## config.mk

```make
export PLATFORM = sky130hd
export DESIGN_NAME = round_robin_io_block_scheduler_unit
export DESIGN_NICKNAME = d
export VERILOG_FILES = /design/src/rtl/rrios_pkg.sv /design/src/rtl/rrios_ctrl.sv /design/src/rtl/rrios_dpath.sv /design/src/rtl/round_robin_io_block_scheduler_unit.sv
export SDC_FILE = /design/constraint.sdc
export NUM_CORES = 1
export LEC_CHECK = 0
export ABC_AREA = 1
export BUFFER_PORTS_ARGS = -buffer_cell sky130_fd_sc_hd__buf_4
export CORE_ASPECT_RATIO = 0.7
export CORE_MARGIN = 1
export CORE_UTILIZATION = 60
export DETAILED_ROUTE_END_ITERATION = 12
export GPL_TIMING_DRIVEN = 0
export PLACE_DENSITY = 0.77
export REMOVE_ABC_BUFFERS = 1
export SKIP_LAST_GASP = 1
export SLEW_MARGIN = 10
export SYNTH_ARGS = -nofsm -noshare
export SYNTH_HDL_FRONTEND = slang
export SYNTH_SLANG_ARGS = --single-unit
```

## constraint.sdc

```tcl
create_clock -name clk -period 5.5 [get_ports clk]
set_input_delay 0.275 -clock clk [delete_from_list [all_inputs] [get_ports clk]]
set_output_delay 0.275 -clock clk [all_outputs]
set_load 0.01 [all_outputs]
```

## src/rtl/rrios_pkg.sv

```systemverilog
package rrios_pkg;

  localparam int NUM_SLOTS   = 3;
  localparam int QUEUE_DEPTH = 8;

  localparam int SLOT_W = 3;
  localparam int SIDX_W = $clog2(NUM_SLOTS);
  localparam int SUM_W  = SLOT_W + 1;
  localparam int PTR_W  = (QUEUE_DEPTH > 1) ? $clog2(QUEUE_DEPTH) : 1;
  localparam int CNT_W  = $clog2(QUEUE_DEPTH + 1);
  localparam int OFS_W  = PTR_W + 1;
  localparam int TIME_W = 32;
  localparam int WAIT_W = 8;

  localparam logic [WAIT_W-1:0] IO_WAIT_RESET = 8'd3;

  localparam logic REQ_TICK  = 1'b0;
  localparam logic REQ_BLOCK = 1'b1;

  typedef enum logic [1:0] {
    STAT_TICK = 2'd0,
    STAT_ENQ  = 2'd1,
    STAT_FULL = 2'd2
  } status_t;

  typedef enum logic [1:0] {
    ST_IDLE,
    ST_EXEC,
    ST_REPORT
  } state_t;

  typedef struct packed {
    logic       req_type;
    logic [2:0] proc_id;
  } req_t;

  typedef struct packed {
    logic [1:0] status;
    logic [2:0] running_slot;
    logic       switched;
    logic       released_valid;
    logic [2:0] released_slot;
    logic [3:0] blocked_count;
    logic       current_blocked;
  } res_t;

  typedef struct packed {
    logic capture;
    logic exec;
    logic report;
  } ctrl_cmd_t;

endpackage

```

## src/rtl/rrios_ctrl.sv

```systemverilog
module rrios_ctrl (
  input  logic                 clk,
  input  logic                 rst_n,
  input  logic                 start,
  output logic                 busy,
  output rrios_pkg::ctrl_cmd_t cmd
);

  rrios_pkg::state_t state_r, state_nxt;

  always_ff @(posedge clk) begin
    if (!rst_n) begin
      state_r <= rrios_pkg::ST_IDLE;
    end else begin
      state_r <= state_nxt;
    end
  end

  always_comb begin
    state_nxt   = state_r;
    cmd.capture = 1'b0;
    cmd.exec    = 1'b0;
    cmd.report  = 1'b0;
    busy        = 1'b1;
    unique case (state_r)
      rrios_pkg::ST_IDLE: begin
        busy = 1'b0;
        if (start) begin
          cmd.capture = 1'b1;
          state_nxt   = rrios_pkg::ST_EXEC;
        end
      end
      rrios_pkg::ST_EXEC: begin
        cmd.exec  = 1'b1;
        state_nxt = rrios_pkg::ST_REPORT;
      end
      rrios_pkg::ST_REPORT: begin
        cmd.report = 1'b1;
        state_nxt  = rrios_pkg::ST_IDLE;
      end
      default: begin
        state_nxt = rrios_pkg::ST_IDLE;
      end
    endcase
  end

endmodule

```

## src/rtl/rrios_dpath.sv

```systemverilog
module rrios_dpath (
  input  logic                                 clk,
  input  logic                                 rst_n,
  input  rrios_pkg::ctrl_cmd_t                 cmd,
  input  rrios_pkg::req_t                      in_data,
  input  logic                                 cfg_we,
  input  logic [rrios_pkg::WAIT_W-1:0]         cfg_wdata,
  output logic                                 out_strobe,
  output rrios_pkg::res_t                      out_data
);

  localparam int ND = rrios_pkg::QUEUE_DEPTH;
  localparam int NS = rrios_pkg::NUM_SLOTS;

  logic [rrios_pkg::WAIT_W-1:0]  io_wait_r;
  rrios_pkg::req_t               item_r;
  logic [rrios_pkg::SLOT_W-1:0]  cur_r, cur_nxt;
  logic [rrios_pkg::PTR_W-1:0]   head_r, head_nxt, tail_r, tail_inc;
  logic [rrios_pkg::CNT_W-1:0]   cnt_r, cnt_nxt;
  logic [rrios_pkg::TIME_W-1:0]  tick_r, tick_inc;
  logic [rrios_pkg::SLOT_W-1:0]  qslot_r [ND];
  logic [rrios_pkg::TIME_W-1:0]  qtime_r [ND];
  rrios_pkg::res_t               res_r, res_nxt;

  logic [ND-1:0]                 occ;
  logic [NS-1:0]                 blk;
  logic [rrios_pkg::OFS_W-1:0]   ofs;
  logic [rrios_pkg::SUM_W-1:0]   sum;
  logic [rrios_pkg::SLOT_W-1:0]  cand;
  logic                          found;
  logic [rrios_pkg::TIME_W-1:0]  waited;
  logic                          pop;
  logic [rrios_pkg::SLOT_W-1:0]  head_slot;
  logic                          enq;

  // occupancy and per-slot blocked mask
  always_comb begin
    for (int p = 0; p < ND; p++) begin
      if (rrios_pkg::OFS_W'(p) >= rrios_pkg::OFS_W'(head_r)) begin
        ofs = rrios_pkg::OFS_W'(p) - rrios_pkg::OFS_W'(head_r);
      end else begin
        ofs = rrios_pkg::OFS_W'(p) + rrios_pkg::OFS_W'(ND) - rrios_pkg::OFS_W'(head_r);
      end
      occ[p] = (rrios_pkg::CNT_W'(ofs) < cnt_r);
    end
    for (int s = 0; s < NS; s++) begin
      blk[s] = 1'b0;
      for (int p = 0; p < ND; p++) begin
        if (occ[p] && (qslot_r[p] == rrios_pkg::SLOT_W'(s))) begin
          blk[s] = 1'b1;
        end
      end
    end
  end

  // round-robin scan, current slot taken only if no other slot is free
  always_comb begin
    found = 1'b0;
    cand  = cur_r;
    for (int i = NS; i >= 1; i--) begin
      sum = rrios_pkg::SUM_W'(cur_r) + rrios_pkg::SUM_W'(i);
      if (sum >= rrios_pkg::SUM_W'(NS)) begin
        sum = sum - rrios_pkg::SUM_W'(NS);
      end
      if (!blk[sum[rrios_pkg::SIDX_W-1:0]]) begin
        found = 1'b1;
        cand  = sum[rrios_pkg::SLOT_W-1:0];
      end
    end
  end

  always_comb begin
    tick_inc  = tick_r + rrios_pkg::TIME_W'(1);
    waited    = tick_inc - qtime_r[head_r];
    head_slot = qslot_r[head_r];
    pop       = (cnt_r != '0) &&
                (waited >= rrios_pkg::TIME_W'(io_wait_r));
    tail_inc  = (tail_r == rrios_pkg::PTR_W'(ND - 1)) ? '0 : tail_r + rrios_pkg::PTR_W'(1);
    enq       = (item_r.req_type == rrios_pkg::REQ_BLOCK) &&
                (cnt_r < rrios_pkg::CNT_W'(ND));

    cur_nxt  = cur_r;
    head_nxt = head_r;
    cnt_nxt  = cnt_r;
    res_nxt  = res_r;
    res_nxt.released_valid = 1'b0;
    res_nxt.released_slot  = '0;

    if (item_r.req_type == rrios_pkg::REQ_BLOCK) begin
      if (enq) begin
        cnt_nxt        = cnt_r + rrios_pkg::CNT_W'(1);
        res_nxt.status = rrios_pkg::STAT_ENQ;
      end else begin
        res_nxt.status = rrios_pkg::STAT_FULL;
      end
    end else begin
      res_nxt.status = rrios_pkg::STAT_TICK;
      if (found) begin
        cur_nxt = cand;
      end
      if (pop) begin
        res_nxt.released_valid = 1'b1;
        res_nxt.released_slot  = head_slot;
        head_nxt = (head_r == rrios_pkg::PTR_W'(ND - 1)) ? '0 : head_r + rrios_pkg::PTR_W'(1);
        cnt_nxt  = cnt_r - rrios_pkg::CNT_W'(1);
        if (rrios_pkg::SUM_W'(head_slot) < rrios_pkg::SUM_W'(NS)) begin
          cur_nxt = head_slot;
        end
      end
    end
    res_nxt.running_slot  = cur_nxt;
    res_nxt.switched      = (cur_nxt != cur_r);
    res_nxt.blocked_count = 4'(cnt_nxt);
  end

  always_ff @(posedge clk) begin
    if (!rst_n) begin
      io_wait_r <= rrios_pkg::IO_WAIT_RESET;
      cur_r     <= '0;
      head_r    <= '0;
      tail_r    <= rrios_pkg::PTR_W'(ND - 1);
      cnt_r     <= '0;
      tick_r    <= '0;
    end else begin
      if (cfg_we) begin
        io_wait_r <= cfg_wdata;
      end
      if (cmd.exec) begin
        cur_r  <= cur_nxt;
        head_r <= head_nxt;
        cnt_r  <= cnt_nxt;
        if (item_r.req_type == rrios_pkg::REQ_TICK) begin
          tick_r <= tick_inc;
        end
        if (enq) begin
          tail_r <= tail_inc;
        end
      end
    end
  end

  always_ff @(posedge clk) begin
    if (cmd.capture) begin
      item_r <= in_data;
    end
    if (cmd.exec) begin
      res_r <= res_nxt;
      if (enq) begin
        qslot_r[tail_inc] <= item_r.proc_id;
        qtime_r[tail_inc] <= tick_r;
      end
    end
  end

  always_comb begin
    out_strobe               = cmd.report;
    out_data                 = res_r;
    out_data.current_blocked = blk[cur_r[rrios_pkg::SIDX_W-1:0]];
  end

endmodule

```

## src/rtl/round_robin_io_block_scheduler_unit.sv

```systemverilog
// Round-robin slot scheduler with a queue of I/O-blocked slots. Pulse start
// with an item on in_data while busy is low; busy then stays high through the
// controller's execute and report steps, which follow the capture step, and
// the result appears on out_data for the one cycle that out_strobe is high,
// in the report step. The result cannot be held off and must be taken in that
// cycle. Write io_wait_ticks through cfg_we and cfg_wdata only while busy is
// low.
module round_robin_io_block_scheduler_unit (
  input  logic                         clk,
  input  logic                         rst_n,
  input  logic                         start,
  output logic                         busy,
  input  rrios_pkg::req_t              in_data,
  output logic                         out_strobe,
  output rrios_pkg::res_t              out_data,
  input  logic                         cfg_we,
  input  logic [rrios_pkg::WAIT_W-1:0] cfg_wdata
);

  rrios_pkg::ctrl_cmd_t cmd;

  rrios_ctrl u_ctrl (
    .clk   (clk),
    .rst_n (rst_n),
    .start (start),
    .busy  (busy),
    .cmd   (cmd)
  );

  rrios_dpath u_dpath (
    .clk        (clk),
    .rst_n      (rst_n),
    .cmd        (cmd),
    .in_data    (in_data),
    .cfg_we     (cfg_we),
    .cfg_wdata  (cfg_wdata),
    .out_strobe (out_strobe),
    .out_data   (out_data)
  );

endmodule

```

==> qor.txt, run 1 <==
=================================================================================
Result of the run                                                    finished, final reports clean
Number of buffers and inverters on the critical path                            5
Final Hold Vio Count                                                            0
Standard cell area after detailed placement                           0.0193 mm^2
Buffers on Ports                                                               32
FF/Latch Area                                                         0.0101 mm^2
Share of post-route cells with drive strength above 1                       7.38%
Post-route cell area                                                  0.0207 mm^2
Antenna-violating nets left                                                     0
Count of yosys warnings during synthesis                                        0
Mean instance size in the synthesized netlist                           9.10 um^2
TritonCTS clock tree                                                        built
Count of placed standard cells including taps                                2420
Clk_lat worst skew                                                        0.54 ns
Largest net degree at the start of global routing                              81
Worst-path cell with the longest stage delay                         sky130_fd_sc_hd__fa_1
Starting density of the core                                                61.3%
Via count of the first global-routing pass                                  13471
Endpoint class of the critical path                                      register
Worst hold margin                                                       0.0304 ns
Sequential area share after synthesis                                       54.8%
Slew at the pin closest to its max-slew limit                             1.33 ns
Clock buffers created by TritonCTS                                             35
P&R area growth vs syn                                                      12.1%
Number of diodes                                                                0
Commonest cells after routing, fill and taps aside                   sky130_fd_sc_hd__nand2_1, sky130_fd_sc_hd__edfxtp_1, sky130_fd_sc_hd__inv_1, sky130_fd_sc_hd__nor2_1, sky130_fd_sc_hd__o21ai_0
Power share of the sequential group                                         48.9%
Pwr per Cell Area                                                     299 mW/mm^2
Number of violations of the max-capacitance limit                               0
Final-report setup violation count                                              0
Clk network pwr share                                                       36.4%
Final #Nets                                                                  2161
Compound-cell area share of the yosys netlist                               12.0%
Tmin final                                                                5.19 ns
Total global-route track usage                                              30.3%
Cell area after synthesis                                             0.0184 mm^2
Most common cell after layout, fill and taps aside                   sky130_fd_sc_hd__nand2_1
Post-synth cell types                                                          39
Aggregate routed wire length                                             47600 um
Final slew viol count                                                           0
Count of filler cells inserted in the layout                                 2380
Post-route fraction of the period consumed by the critical path             94.3%
Startpoint type of the worst setup path                                  register
H-tree levels                                                                   2
Achievable frequency                                                      193 MHz
Filler-free cell count of the finished design                                2498
Global-route wire length before repair                                   73000 um
Die width                                                                  212 um
Number of storage elements in the synthesis netlist                           356
Path type of the worst min-delay path                                primary input to register
Final Skew                                                              0.0161 ns
Total clock sinks                                                             356
Main combinational cell family by area after synthesis               simple AND/OR/NAND/NOR gates
Top Ports                                                                      33
Synth Area in Adders                                                        5.74%
CP dominant cell by count                                            sky130_fd_sc_hd__nand3_1
Post-synthesis mux area share                                                  0%
Logic pwr share                                                             14.7%
Area share of xor/xnor cells in the synthesized design                      2.28%
Kind of cell adding the most delay to the critical path              simple AND/OR/NAND/NOR gates
Area of the die                                                       0.0315 mm^2
Worst setup path category                                            register to register
Worst EP required                                                         5.78 ns
Rel. slew slack                                                             11.4%
Area of combinational cells with multiple inputs                     0.00721 mm^2
Number of placement rows                                                       53
Per-cell routed wire length                                               19.0 um
Post-DP HPWL                                                             31700 um
Net switching power                                                       1.67 mW
Via count                                                                   14595
Total design power                                                        6.19 mW
Vertical extent of the die                                                 149 um
Antenna violations before repair                                                0
Crit path arrival time                                                    5.46 ns
GRT Residual Overflow                                                           0
Leakage Power                                                             8.45 nW
Worst IR drop on VDD                                                     0.270 mV
Number of cells produced by synthesis                                        2028
Simple-Gate Fraction of Synth Area                                          18.5%
Iteration count of the initial detailed-routing pass                            6
Net switching share of the total power                                      27.0%
Routability congestion estimate from global placement                       0.943
Internal portion of total power                                           4.52 mW
Highest fanout seen on the critical path                                       38
Clk root buf                                                         sky130_fd_sc_hd__clkbuf_16
CP peak stage delay                                                       0.53 ns
Post-DR vias/cell                                                            5.84
Number of DRC markers in iteration 0                                         1718
Max clock buf depth                                                             3
Clock slew seen by the registers of the worst setup and hold paths        0.06 ns
Area of the core region                                               0.0301 mm^2
Residual DRC                                                                    0
=================================================================================
==> flip-flops by register name, summed over array words and instances, names as in the netlist, named ones only <==
| register | count |
|---|---|
| u_ctrl.state_r | 2 |
| u_dpath.cnt_r | 4 |
| u_dpath.cur_r | 3 |
| u_dpath.head_r | 3 |
| u_dpath.io_wait_r | 8 |
| u_dpath.item_r | 4 |
| u_dpath.out_data | 14 |
| u_dpath.qslot_r | 24 |
| u_dpath.qtime_r | 256 |
| u_dpath.tail_r | 3 |
| u_dpath.tick_r | 32 |
==> kinds of logic after synthesis <==
group,Yosys count
AND/OR/NAND/NOR,814
AO/OA/AOI/OAI,402
flip-flops,356
buffers and inverters,323
adder cells (fa/ha/maj),84
XOR/XNOR,48
other,1
==> per-stage QoR <==
step	setup TNS, ns	utilization (%)	setup WS (ns)
global placement	-282.68	62.9	-6.86
detailed placement	-2.18	64.3	-0.238
finish	0	68.7	0.314
floorplan	-56.37	-	-2.42
CTS	0	68.2	0.0341
global route	-0.0329	68.7	-0.0172
==> metal layers <==
layer	wire, um	up-vias	GRT usage (%)
met4	811	0	6.85
met1	22100	6934	47.1
li1	-	6964	-
met2	20100	638	44.3
met5	0	-	0
met3	4510	59	5.15
==> synth_stat cells <==
cell type | n | area share (%)
sky130_fd_sc_hd__a21o_1 | 1 | 0.041
sky130_fd_sc_hd__a21oi_1 | 85 | 2.3
sky130_fd_sc_hd__a31oi_1 | 1 | 0.034
sky130_fd_sc_hd__and2_1 | 4 | 0.14
sky130_fd_sc_hd__buf_2 | 5 | 0.14
sky130_fd_sc_hd__buf_4 | 1 | 0.041
sky130_fd_sc_hd__clkbuf_1 | 62 | 1.3
sky130_fd_sc_hd__conb_1 | 1 | 0.020
sky130_fd_sc_hd__dfxtp_1 | 58 | 6.3
sky130_fd_sc_hd__edfxtp_1 | 298 | 49
sky130_fd_sc_hd__fa_1 | 1 | 0.11
sky130_fd_sc_hd__ha_1 | 83 | 5.6
sky130_fd_sc_hd__inv_1 | 251 | 5.1
sky130_fd_sc_hd__inv_2 | 4 | 0.081
sky130_fd_sc_hd__nand2_1 | 385 | 7.8
sky130_fd_sc_hd__nand2_2 | 4 | 0.14
sky130_fd_sc_hd__nand3_1 | 99 | 2.7
sky130_fd_sc_hd__nand3_2 | 6 | 0.33
sky130_fd_sc_hd__nand3b_1 | 7 | 0.28
sky130_fd_sc_hd__nand4_1 | 16 | 0.54
sky130_fd_sc_hd__nor2_1 | 256 | 5.2
sky130_fd_sc_hd__nor2_2 | 1 | 0.034
sky130_fd_sc_hd__nor2_4 | 3 | 0.18
sky130_fd_sc_hd__nor3_1 | 23 | 0.62
sky130_fd_sc_hd__nor3_2 | 2 | 0.11
sky130_fd_sc_hd__nor3_4 | 3 | 0.26
sky130_fd_sc_hd__nor4_1 | 3 | 0.10
sky130_fd_sc_hd__o211ai_1 | 3 | 0.12
sky130_fd_sc_hd__o211ai_2 | 1 | 0.068
sky130_fd_sc_hd__o21a_1 | 2 | 0.081
sky130_fd_sc_hd__o21ai_0 | 232 | 6.3
sky130_fd_sc_hd__o21ai_1 | 5 | 0.14
sky130_fd_sc_hd__o21bai_1 | 11 | 0.45
sky130_fd_sc_hd__o221ai_1 | 30 | 1.4
sky130_fd_sc_hd__o22ai_1 | 31 | 1.1
sky130_fd_sc_hd__or2_0 | 1 | 0.034
sky130_fd_sc_hd__or2_2 | 1 | 0.034
sky130_fd_sc_hd__xnor2_1 | 4 | 0.19
sky130_fd_sc_hd__xor2_1 | 44 | 2.1
==> repair_timing <==
action | in CTS | in global routing
endpoints found under the hold margin | 6 | 0
gates resized for setup | 3 | 14
endpoints found under the setup margin | 20 | 24
gates cloned | 0 | 2
hold buffers | 8 | 0
buffers inserted | 2 | 4
==> tightest hold or removal path, stage by stage <==
cell	delay, ns
sky130_fd_sc_hd__buf_4	0.10
sky130_fd_sc_hd__nand2_1	0.07
sky130_fd_sc_hd__nand3_1	0.08
==> layout make-up <==
class | instances | area share, %
clock inverter | 19 | 0.629
clock buffer | 43 | 4.48
multi-input combinational | 1349 | 34.8
timing repair buffer | 64 | 3.85
inverter | 255 | 4.77
tap | 412 | 2.49
sequential | 356 | 48.9
==> power by group through the flow <==
stage | Sequential (mW) | Combinational [mW] | Clock [mW]
2_1_floorplan | 3.07 | 0.597 | 0
3_3_place_gp | 3.10 | 0.807 | 0
3_5_place_dp | 3.09 | 0.848 | 0
4_1_cts | 3.03 | 0.872 | 2.28
5_1_grt | 3.03 | 1.02 | 2.38
6_report | 3.03 | 0.910 | 2.25
==> path summary, 6_finish.rpt <==
check / to / slack [ns] / from / cells past startpoint
max: u_dpath.out_data[1] / 0.31 / register / 28
min: u_dpath.io_wait_r[0] / 0.03 / cfg_we / 3
max reg2reg: u_dpath.out_data[1] / 0.31 / register / 28
min reg2reg: u_dpath.io_wait_r[7] / 0.48 / u_dpath.io_wait_r[7] / 2
Note: power is estimated with default switching activity, not from simulation.
==> inputs of run 2 (changes only) <==
--- a/config.mk
+++ b/config.mk
@@ -9,10 +9,10 @@
 export BUFFER_PORTS_ARGS = -buffer_cell sky130_fd_sc_hd__buf_4
 export CORE_ASPECT_RATIO = 0.7
 export CORE_MARGIN = 1
-export CORE_UTILIZATION = 60
+export CORE_UTILIZATION = 57
 export DETAILED_ROUTE_END_ITERATION = 12
 export GPL_TIMING_DRIVEN = 0
-export PLACE_DENSITY = 0.77
+export PLACE_DENSITY = 0.76
 export REMOVE_ABC_BUFFERS = 1
 export SKIP_LAST_GASP = 1
 export SLEW_MARGIN = 10
==> constraint.sdc (replaced) <==
create_clock -name clk -period 4.39 [get_ports clk]
set_input_delay 0.2195 -clock clk [delete_from_list [all_inputs] [get_ports clk]]
set_output_delay 0.2195 -clock clk [all_outputs]
set_load 0.01 [all_outputs]
==> run 2 against run 1 <==
Compared with the run above: largest cell class unchanged; setup slack lost 0.58 ns; final area grew 4.7%; the flow now finishes with violations (setup timing); worst hold slack gained 0.0037 ns; largest power group unchanged; combinational power grew 36%; die area grew 5.2%; global-route usage shrank 0.37 points.
==> qor.txt, run 2 (synthesis gave the netlist of run 1 again) <==
=================================================================================
Number of violations of the max-capacitance limit                               0
TritonCTS clock tree                                                        built
Global-route wire length before repair                                   76600 um
Power share of the sequential group                                         46.2%
Worst EP required                                                         4.66 ns
Top Ports                                                                      33
Layout Utilization                                                          68.8%
Achievable frequency                                                      215 MHz
Endpoint of the worst-slack reg-to-reg timing path                   u_dpath.out_data[9]
Final slew viol count                                                           0
Routability congestion estimate from global placement                       0.940
Violated checks                                                      setup timing
Startpoint type of the worst setup path                                  register
FF/Latch Area                                                         0.0102 mm^2
Number of stages on the worst hold path                                         3
Hold path start                                                      cfg_wdata[5]
Antenna-violating nets left                                                     0
Number of DRC markers in iteration 0                                         1685
Post-route fraction of the period consumed by the critical path              106%
Total clock sinks                                                             356
Internal portion of total power                                           6.03 mW
Area of the die                                                       0.0331 mm^2
R2R depth                                                                      31
Slew at the pin closest to its max-slew limit                             1.17 ns
Clock buffers created by TritonCTS                                             36
Clock slew seen by the registers of the worst setup and hold paths        0.06 ns
Post-DP HPWL                                                             32000 um
Tmin final                                                                4.66 ns
Clk network pwr share                                                       38.8%
Aggregate routed wire length                                             50600 um
Pre-CTS setup slack                                                      -1.40 ns
Worst setup path category                                            register to register
Post-DR vias/cell                                                            5.87
Share of post-route cells with drive strength above 1                       12.4%
Starting density of the core                                                58.6%
Total global-route track usage                                              29.9%
Launch point of the worst path                                       u_dpath.tick_r[0]
Post-route cell area                                                  0.0217 mm^2
Net switching share of the total power                                      26.5%
Result of the run                                                    complete, but fails checks
Antenna violations before repair                                                1
Path type of the worst min-delay path                                primary input to register
Number of placement rows                                                       54
CP peak stage delay                                                       0.37 ns
Final-report setup violation count                                             22
Leading registers by flop count                                      u_dpath.qtime_r (256), u_dpath.tick_r (32), u_dpath.qslot_r (24)
H-tree levels                                                                   2
Final worst-path setup slack                                            -0.265 ns
Logic pwr share                                                             15.1%
Clk_lat worst skew                                                        0.52 ns
Worst hold margin                                                       0.0341 ns
Filler-free cell count of the finished design                                2556
Count of filler cells inserted in the layout                                 2410
Register name with the most flops                                    u_dpath.qtime_r
Clk root buf                                                         sky130_fd_sc_hd__clkbuf_16
Vertical extent of the die                                                 153 um
Final Skew                                                              0.0139 ns
Die width                                                                  217 um
Net switching power                                                       2.18 mW
Final #Nets                                                                  2209
Residual DRC                                                                    0
Rel. slew slack                                                             21.2%
Launching point of the worst reg2reg path                            u_dpath.tick_r[0]
Max clock buf depth                                                             3
Standard cell area after detailed placement                           0.0194 mm^2
Highest fanout seen on the critical path                                        4
Pwr per Cell Area                                                     379 mW/mm^2
Buffers on Ports                                                               32
Worst-path cell with the longest stage delay                         sky130_fd_sc_hd__dfxtp_4
Worst reg2reg setup slack                                                -0.27 ns
Unrepaired setup endpoints after global routing                              true
Via count                                                                   15005
Area of the core region                                               0.0315 mm^2
Most common cell after layout, fill and taps aside                   sky130_fd_sc_hd__nand2_1
Hold Path End                                                        u_dpath.io_wait_r[5]
Count of placed standard cells including taps                                2428
Via count of the first global-routing pass                                  14156
Flip-flop count of the largest register after layout                          256
Area of combinational cells with multiple inputs                     0.00748 mm^2
Per-cell routed wire length                                               19.8 um
GRT Residual Overflow                                                           0
Leakage Power                                                             8.88 nW
Final Hold Vio Count                                                            0
Commonest cells after routing, fill and taps aside                   sky130_fd_sc_hd__nand2_1, sky130_fd_sc_hd__edfxtp_1, sky130_fd_sc_hd__inv_1, sky130_fd_sc_hd__nor2_1, sky130_fd_sc_hd__o21ai_0
CP dominant cell by count                                            sky130_fd_sc_hd__nand2_1
Largest net degree at the start of global routing                              63
Worst IR drop on VDD                                                     0.304 mV
P&R area growth vs syn                                                      17.4%
Endpoint class of the critical path                                      register
Iteration count of the initial detailed-routing pass                            6
Crit path arrival time                                                    4.92 ns
=================================================================================
==> run 2: cell types whose count changed in the layout (fill, tap and decap cells not counted), moves of 8 or more <==
cell	change
sky130_fd_sc_hd__a21oi_1	-8
sky130_fd_sc_hd__a21oi_2	+8
sky130_fd_sc_hd__buf_4	+28
sky130_fd_sc_hd__dfxtp_1	-15
sky130_fd_sc_hd__dfxtp_2	+8
sky130_fd_sc_hd__nand2_1	-8
sky130_fd_sc_hd__nor2_1	-8
==> run 2: metrics by stage <==
stage | TNS (ns) | power, mW
2_1_floorplan | -87.00 | 4.60
3_3_place_gp | -623.90 | 4.89
3_5_place_dp | -29.57 | 4.94
4_1_cts | -5.36 | 8.16
5_1_grt | -11.53 | 8.51
6_report | -3.00 | 8.21
==> run 2: how the worst max path moves through the flow <==
stage	endpoint	slack (ns)
3_5_place_dp	u_dpath.out_data[9]	-1.40
4_1_cts	u_dpath.out_data[9]	-0.37
5_1_grt	u_dpath.out_data[9]	-0.65
3_3_place_gp	u_dpath.out_data[9]	-7.97
6_report	u_dpath.out_data[9]	-0.27
2_1_floorplan	u_dpath.out_data[9]	-3.53
==> run 2: routing by layer <==
layer  routed length, um  up-vias  global-route usage [%]
met5                   0        -                       0
met4                1070        0                    8.99
met3                5510       76                    5.45
met2               21500      788                    42.9
met1               22500     7098                    46.1
li1                    -     7043                       -
==> run 2: repair_timing <==
item                                    4_1_cts  5_1_grt
gates resized for setup                      59       59
hold endpoints to repair                     12        0
cloned                                        2        5
endpoints found under the setup margin       25       25
setup buffers                                23       18
hold buffers                                 15        0
pin swaps                                    21       25
==> run 2: power groups by stage <==
stage	registers, mW	clock network, mW	logic (mW)
2_1_floorplan	3.85	0	0.747
3_3_place_gp	3.88	0	1.01
3_5_place_dp	3.88	0	1.06
4_1_cts	3.79	3.21	1.16
5_1_grt	3.80	3.33	1.38
6_report	3.79	3.18	1.24
==> run 2: area by class of cell <==
type,count,area share (%)
Clock buffer,44,4.49
Clock inverter,20,1.13
Antenna cell,1,0.0116
Timing Repair Buffer,108,5.68
Inverter,255,4.67
Multi-Input combinational cell,1349,34.5
Timing Repair inverter,3,0.156
Sequential cell,356,46.9
Tap cell,420,2.43
==> run 2: critical path: cells and delay by family (launching register included) <==
kind,cells,cell delay (ns)
XOR/XNOR,1,0.26
AO/OA/AOI/OAI,1,0.14
buffers and inverters,1,0.06
flip-flops,1,0.37
adder cells (fa/ha/maj),2,0.52
AND/OR/NAND/NOR,26,3.06
==> inputs of run 3 (changes only) <==
--- a/config.mk
+++ b/config.mk
@@ -13,6 +13,7 @@
 export DETAILED_ROUTE_END_ITERATION = 12
 export GPL_TIMING_DRIVEN = 0
 export PLACE_DENSITY = 0.76
+export RECOVER_POWER = 50
 export REMOVE_ABC_BUFFERS = 1
 export SKIP_LAST_GASP = 1
 export SLEW_MARGIN = 10
==> run 3 against run 2 <==
Compared with the run above: utilization stayed put; setup slack worse by 0.0043 ns; clock skew hardly changed; sequential power hardly changed; maximum frequency hardly changed; the flow still finishes with violations (setup timing); sequential share of layout area stayed put; critical path depth stayed put.
==> qor.txt, run 3 (synthesis gave the netlist of run 1 again) <==
=================================================================================
Area of combinational cells with multiple inputs                     0.00748 mm^2
Clk network pwr share                                                       38.8%
Buffers on Ports                                                               32
P&R area growth vs syn                                                      17.4%
GRT Residual Overflow                                                           0
Via count of the first global-routing pass                                  14156
Slew at the pin closest to its max-slew limit                             1.19 ns
CP peak stage delay                                                       0.37 ns
Residual DRC                                                                    0
Top Ports                                                                      33
Final slew viol count                                                           0
Unrepaired setup endpoints after global routing                              true
Flip-flop count of the largest register after layout                          256
H-tree levels                                                                   2
Net switching share of the total power                                      26.5%
Pre-CTS setup slack                                                      -1.40 ns
Hold Path End                                                        u_dpath.io_wait_r[5]
Rel. slew slack                                                             20.2%
Area of the core region                                               0.0315 mm^2
Aggregate routed wire length                                             50600 um
Vertical extent of the die                                                 153 um
Final #Nets                                                                  2209
Clk root buf                                                         sky130_fd_sc_hd__clkbuf_16
Total clock sinks                                                             356
Violated checks                                                      setup timing
Post-route cell area                                                  0.0217 mm^2
R2R depth                                                                      31
Total negative slack for setup checks                                    -3.13 ns
Number of DRC markers in iteration 0                                         1688
TritonCTS clock tree                                                        built
Per-cell routed wire length                                               19.8 um
Endpoint class of the critical path                                      register
Post-DR vias/cell                                                            5.87
Pwr per Cell Area                                                     379 mW/mm^2
CP dominant cell by count                                            sky130_fd_sc_hd__nand2_1
Tmin final                                                                4.66 ns
Die width                                                                  217 um
Leading registers by flop count                                      u_dpath.qtime_r (256), u_dpath.tick_r (32), u_dpath.qslot_r (24)
Antenna-violating nets left                                                     0
Clock buffers created by TritonCTS                                             36
Worst setup path category                                            register to register
Commonest cells after routing, fill and taps aside                   sky130_fd_sc_hd__nand2_1, sky130_fd_sc_hd__edfxtp_1, sky130_fd_sc_hd__inv_1, sky130_fd_sc_hd__nor2_1, sky130_fd_sc_hd__o21ai_0
Antenna violations before repair                                                1
Total global-route track usage                                              29.9%
Global-route wire length before repair                                   76600 um
Final Hold Vio Count                                                            0
Worst reg2reg setup slack                                                -0.27 ns
Worst hold margin                                                       0.0344 ns
Net switching power                                                       2.18 mW
Crit path arrival time                                                    4.93 ns
Area of the die                                                       0.0331 mm^2
Clock slew seen by the registers of the worst setup and hold paths        0.06 ns
Worst EP required                                                         4.66 ns
Total design power                                                        8.21 mW
Count of filler cells inserted in the layout                                 2410
Largest net degree at the start of global routing                              63
Endpoint of the worst-slack reg-to-reg timing path                   u_dpath.out_data[9]
Post-route fraction of the period consumed by the critical path              106%
Power share of the sequential group                                         46.2%
Final Skew                                                              0.0135 ns
FF/Latch Area                                                         0.0102 mm^2
Via count                                                                   15012
Post-DP HPWL                                                             32000 um
Final worst-path setup slack                                            -0.270 ns
Leakage Power                                                             8.88 nW
Logic pwr share                                                             15.1%
Number of placement rows                                                       54
Launch point of the worst path                                       u_dpath.tick_r[0]
Launching point of the worst reg2reg path                            u_dpath.tick_r[0]
Result of the run                                                    complete, but fails checks
Register name with the most flops                                    u_dpath.qtime_r
Worst IR drop on VDD                                                     0.304 mV
Routability congestion estimate from global placement                       0.940
Number of stages on the worst hold path                                         3
Worst-path cell with the longest stage delay                         sky130_fd_sc_hd__dfxtp_4
Startpoint type of the worst setup path                                  register
Highest fanout seen on the critical path                                        4
Hold path start                                                      cfg_wdata[5]
Most common cell after layout, fill and taps aside                   sky130_fd_sc_hd__nand2_1
Starting density of the core                                                58.6%
Clk_lat worst skew                                                        0.52 ns
Achievable frequency                                                      215 MHz
Final-report setup violation count                                             22
Standard cell area after detailed placement                           0.0194 mm^2
Iteration count of the initial detailed-routing pass                            6
Share of post-route cells with drive strength above 1                       12.4%
Internal portion of total power                                           6.03 mW
Path type of the worst min-delay path                                primary input to register
Max clock buf depth                                                             3
Number of violations of the max-capacitance limit                               0
=================================================================================
-- run 3: metrics by stage --
| step | utilization, % | std cells |
|---|---|---|
| 2_1_floorplan | - | 1960 |
| 3_3_place_gp | 60.2 | 2412 |
| 3_5_place_dp | 61.5 | 2428 |
| 4_1_cts | 67.4 | 2532 |
| 5_1_grt | 68.8 | 2555 |
| 6_report | 68.8 | 2556 |
-- run 3: what timing repair did --
item	CTS	global route
hold buffers	15	0
resized for setup	59	59
setup buffers	23	18
endpoints found under the hold margin	12	0
cloned	2	5
pin swaps	21	25
setup endpoints to repair	25	25
-- run 3: per-layer routing --
layer	up-vias	global-route usage [%]	share of wire, %
met5	-	0	0
met2	791	42.9	43
met1	7100	46.1	45
met4	0	8.99	2.1
met3	78	5.45	11
li1	7043	-	-
-- run 3: power groups by stage --
stage	combinational (mW)	clock (mW)	sequential, mW
CTS	1.16	3.21	3.79
global placement	1.01	0	3.88
detailed placement	1.06	0	3.88
floorplan	0.747	0	3.85
finish	1.24	3.18	3.79
global route	1.38	3.33	3.80
-- run 3: final cells by class --
class                      instances  share of cell area [%]
antenna                            1                  0.0116
clock buffer                      44                    4.49
clock inverter                    20                    1.13
inverter                         255                    4.67
multi-input combinational       1349                    34.5
sequential                       356                    46.9
tap                              420                    2.43
timing repair buffer             108                    5.68
timing repair inverter             3                   0.156
-- run 3: worst max-delay path, delay by kind of cell (launching register included) --
family	cells	cell delay, ns
AO/OA/AOI/OAI	1	0.14
adder cells (fa/ha/maj)	2	0.52
flip-flops	1	0.37
AND/OR/NAND/NOR	26	3.06
buffers and inverters	1	0.06
XOR/XNOR	1	0.26
-- run 3: worst max path at each step --
stage / endpoint / slack [ns]
after global routing: u_dpath.out_data[9] / -0.65
after floorplan: u_dpath.out_data[9] / -3.53
after global placement: u_dpath.out_data[9] / -7.97
after CTS: u_dpath.out_data[9] / -0.37
after detailed placement: u_dpath.out_data[9] / -1.40
final: u_dpath.out_data[9] / -0.27
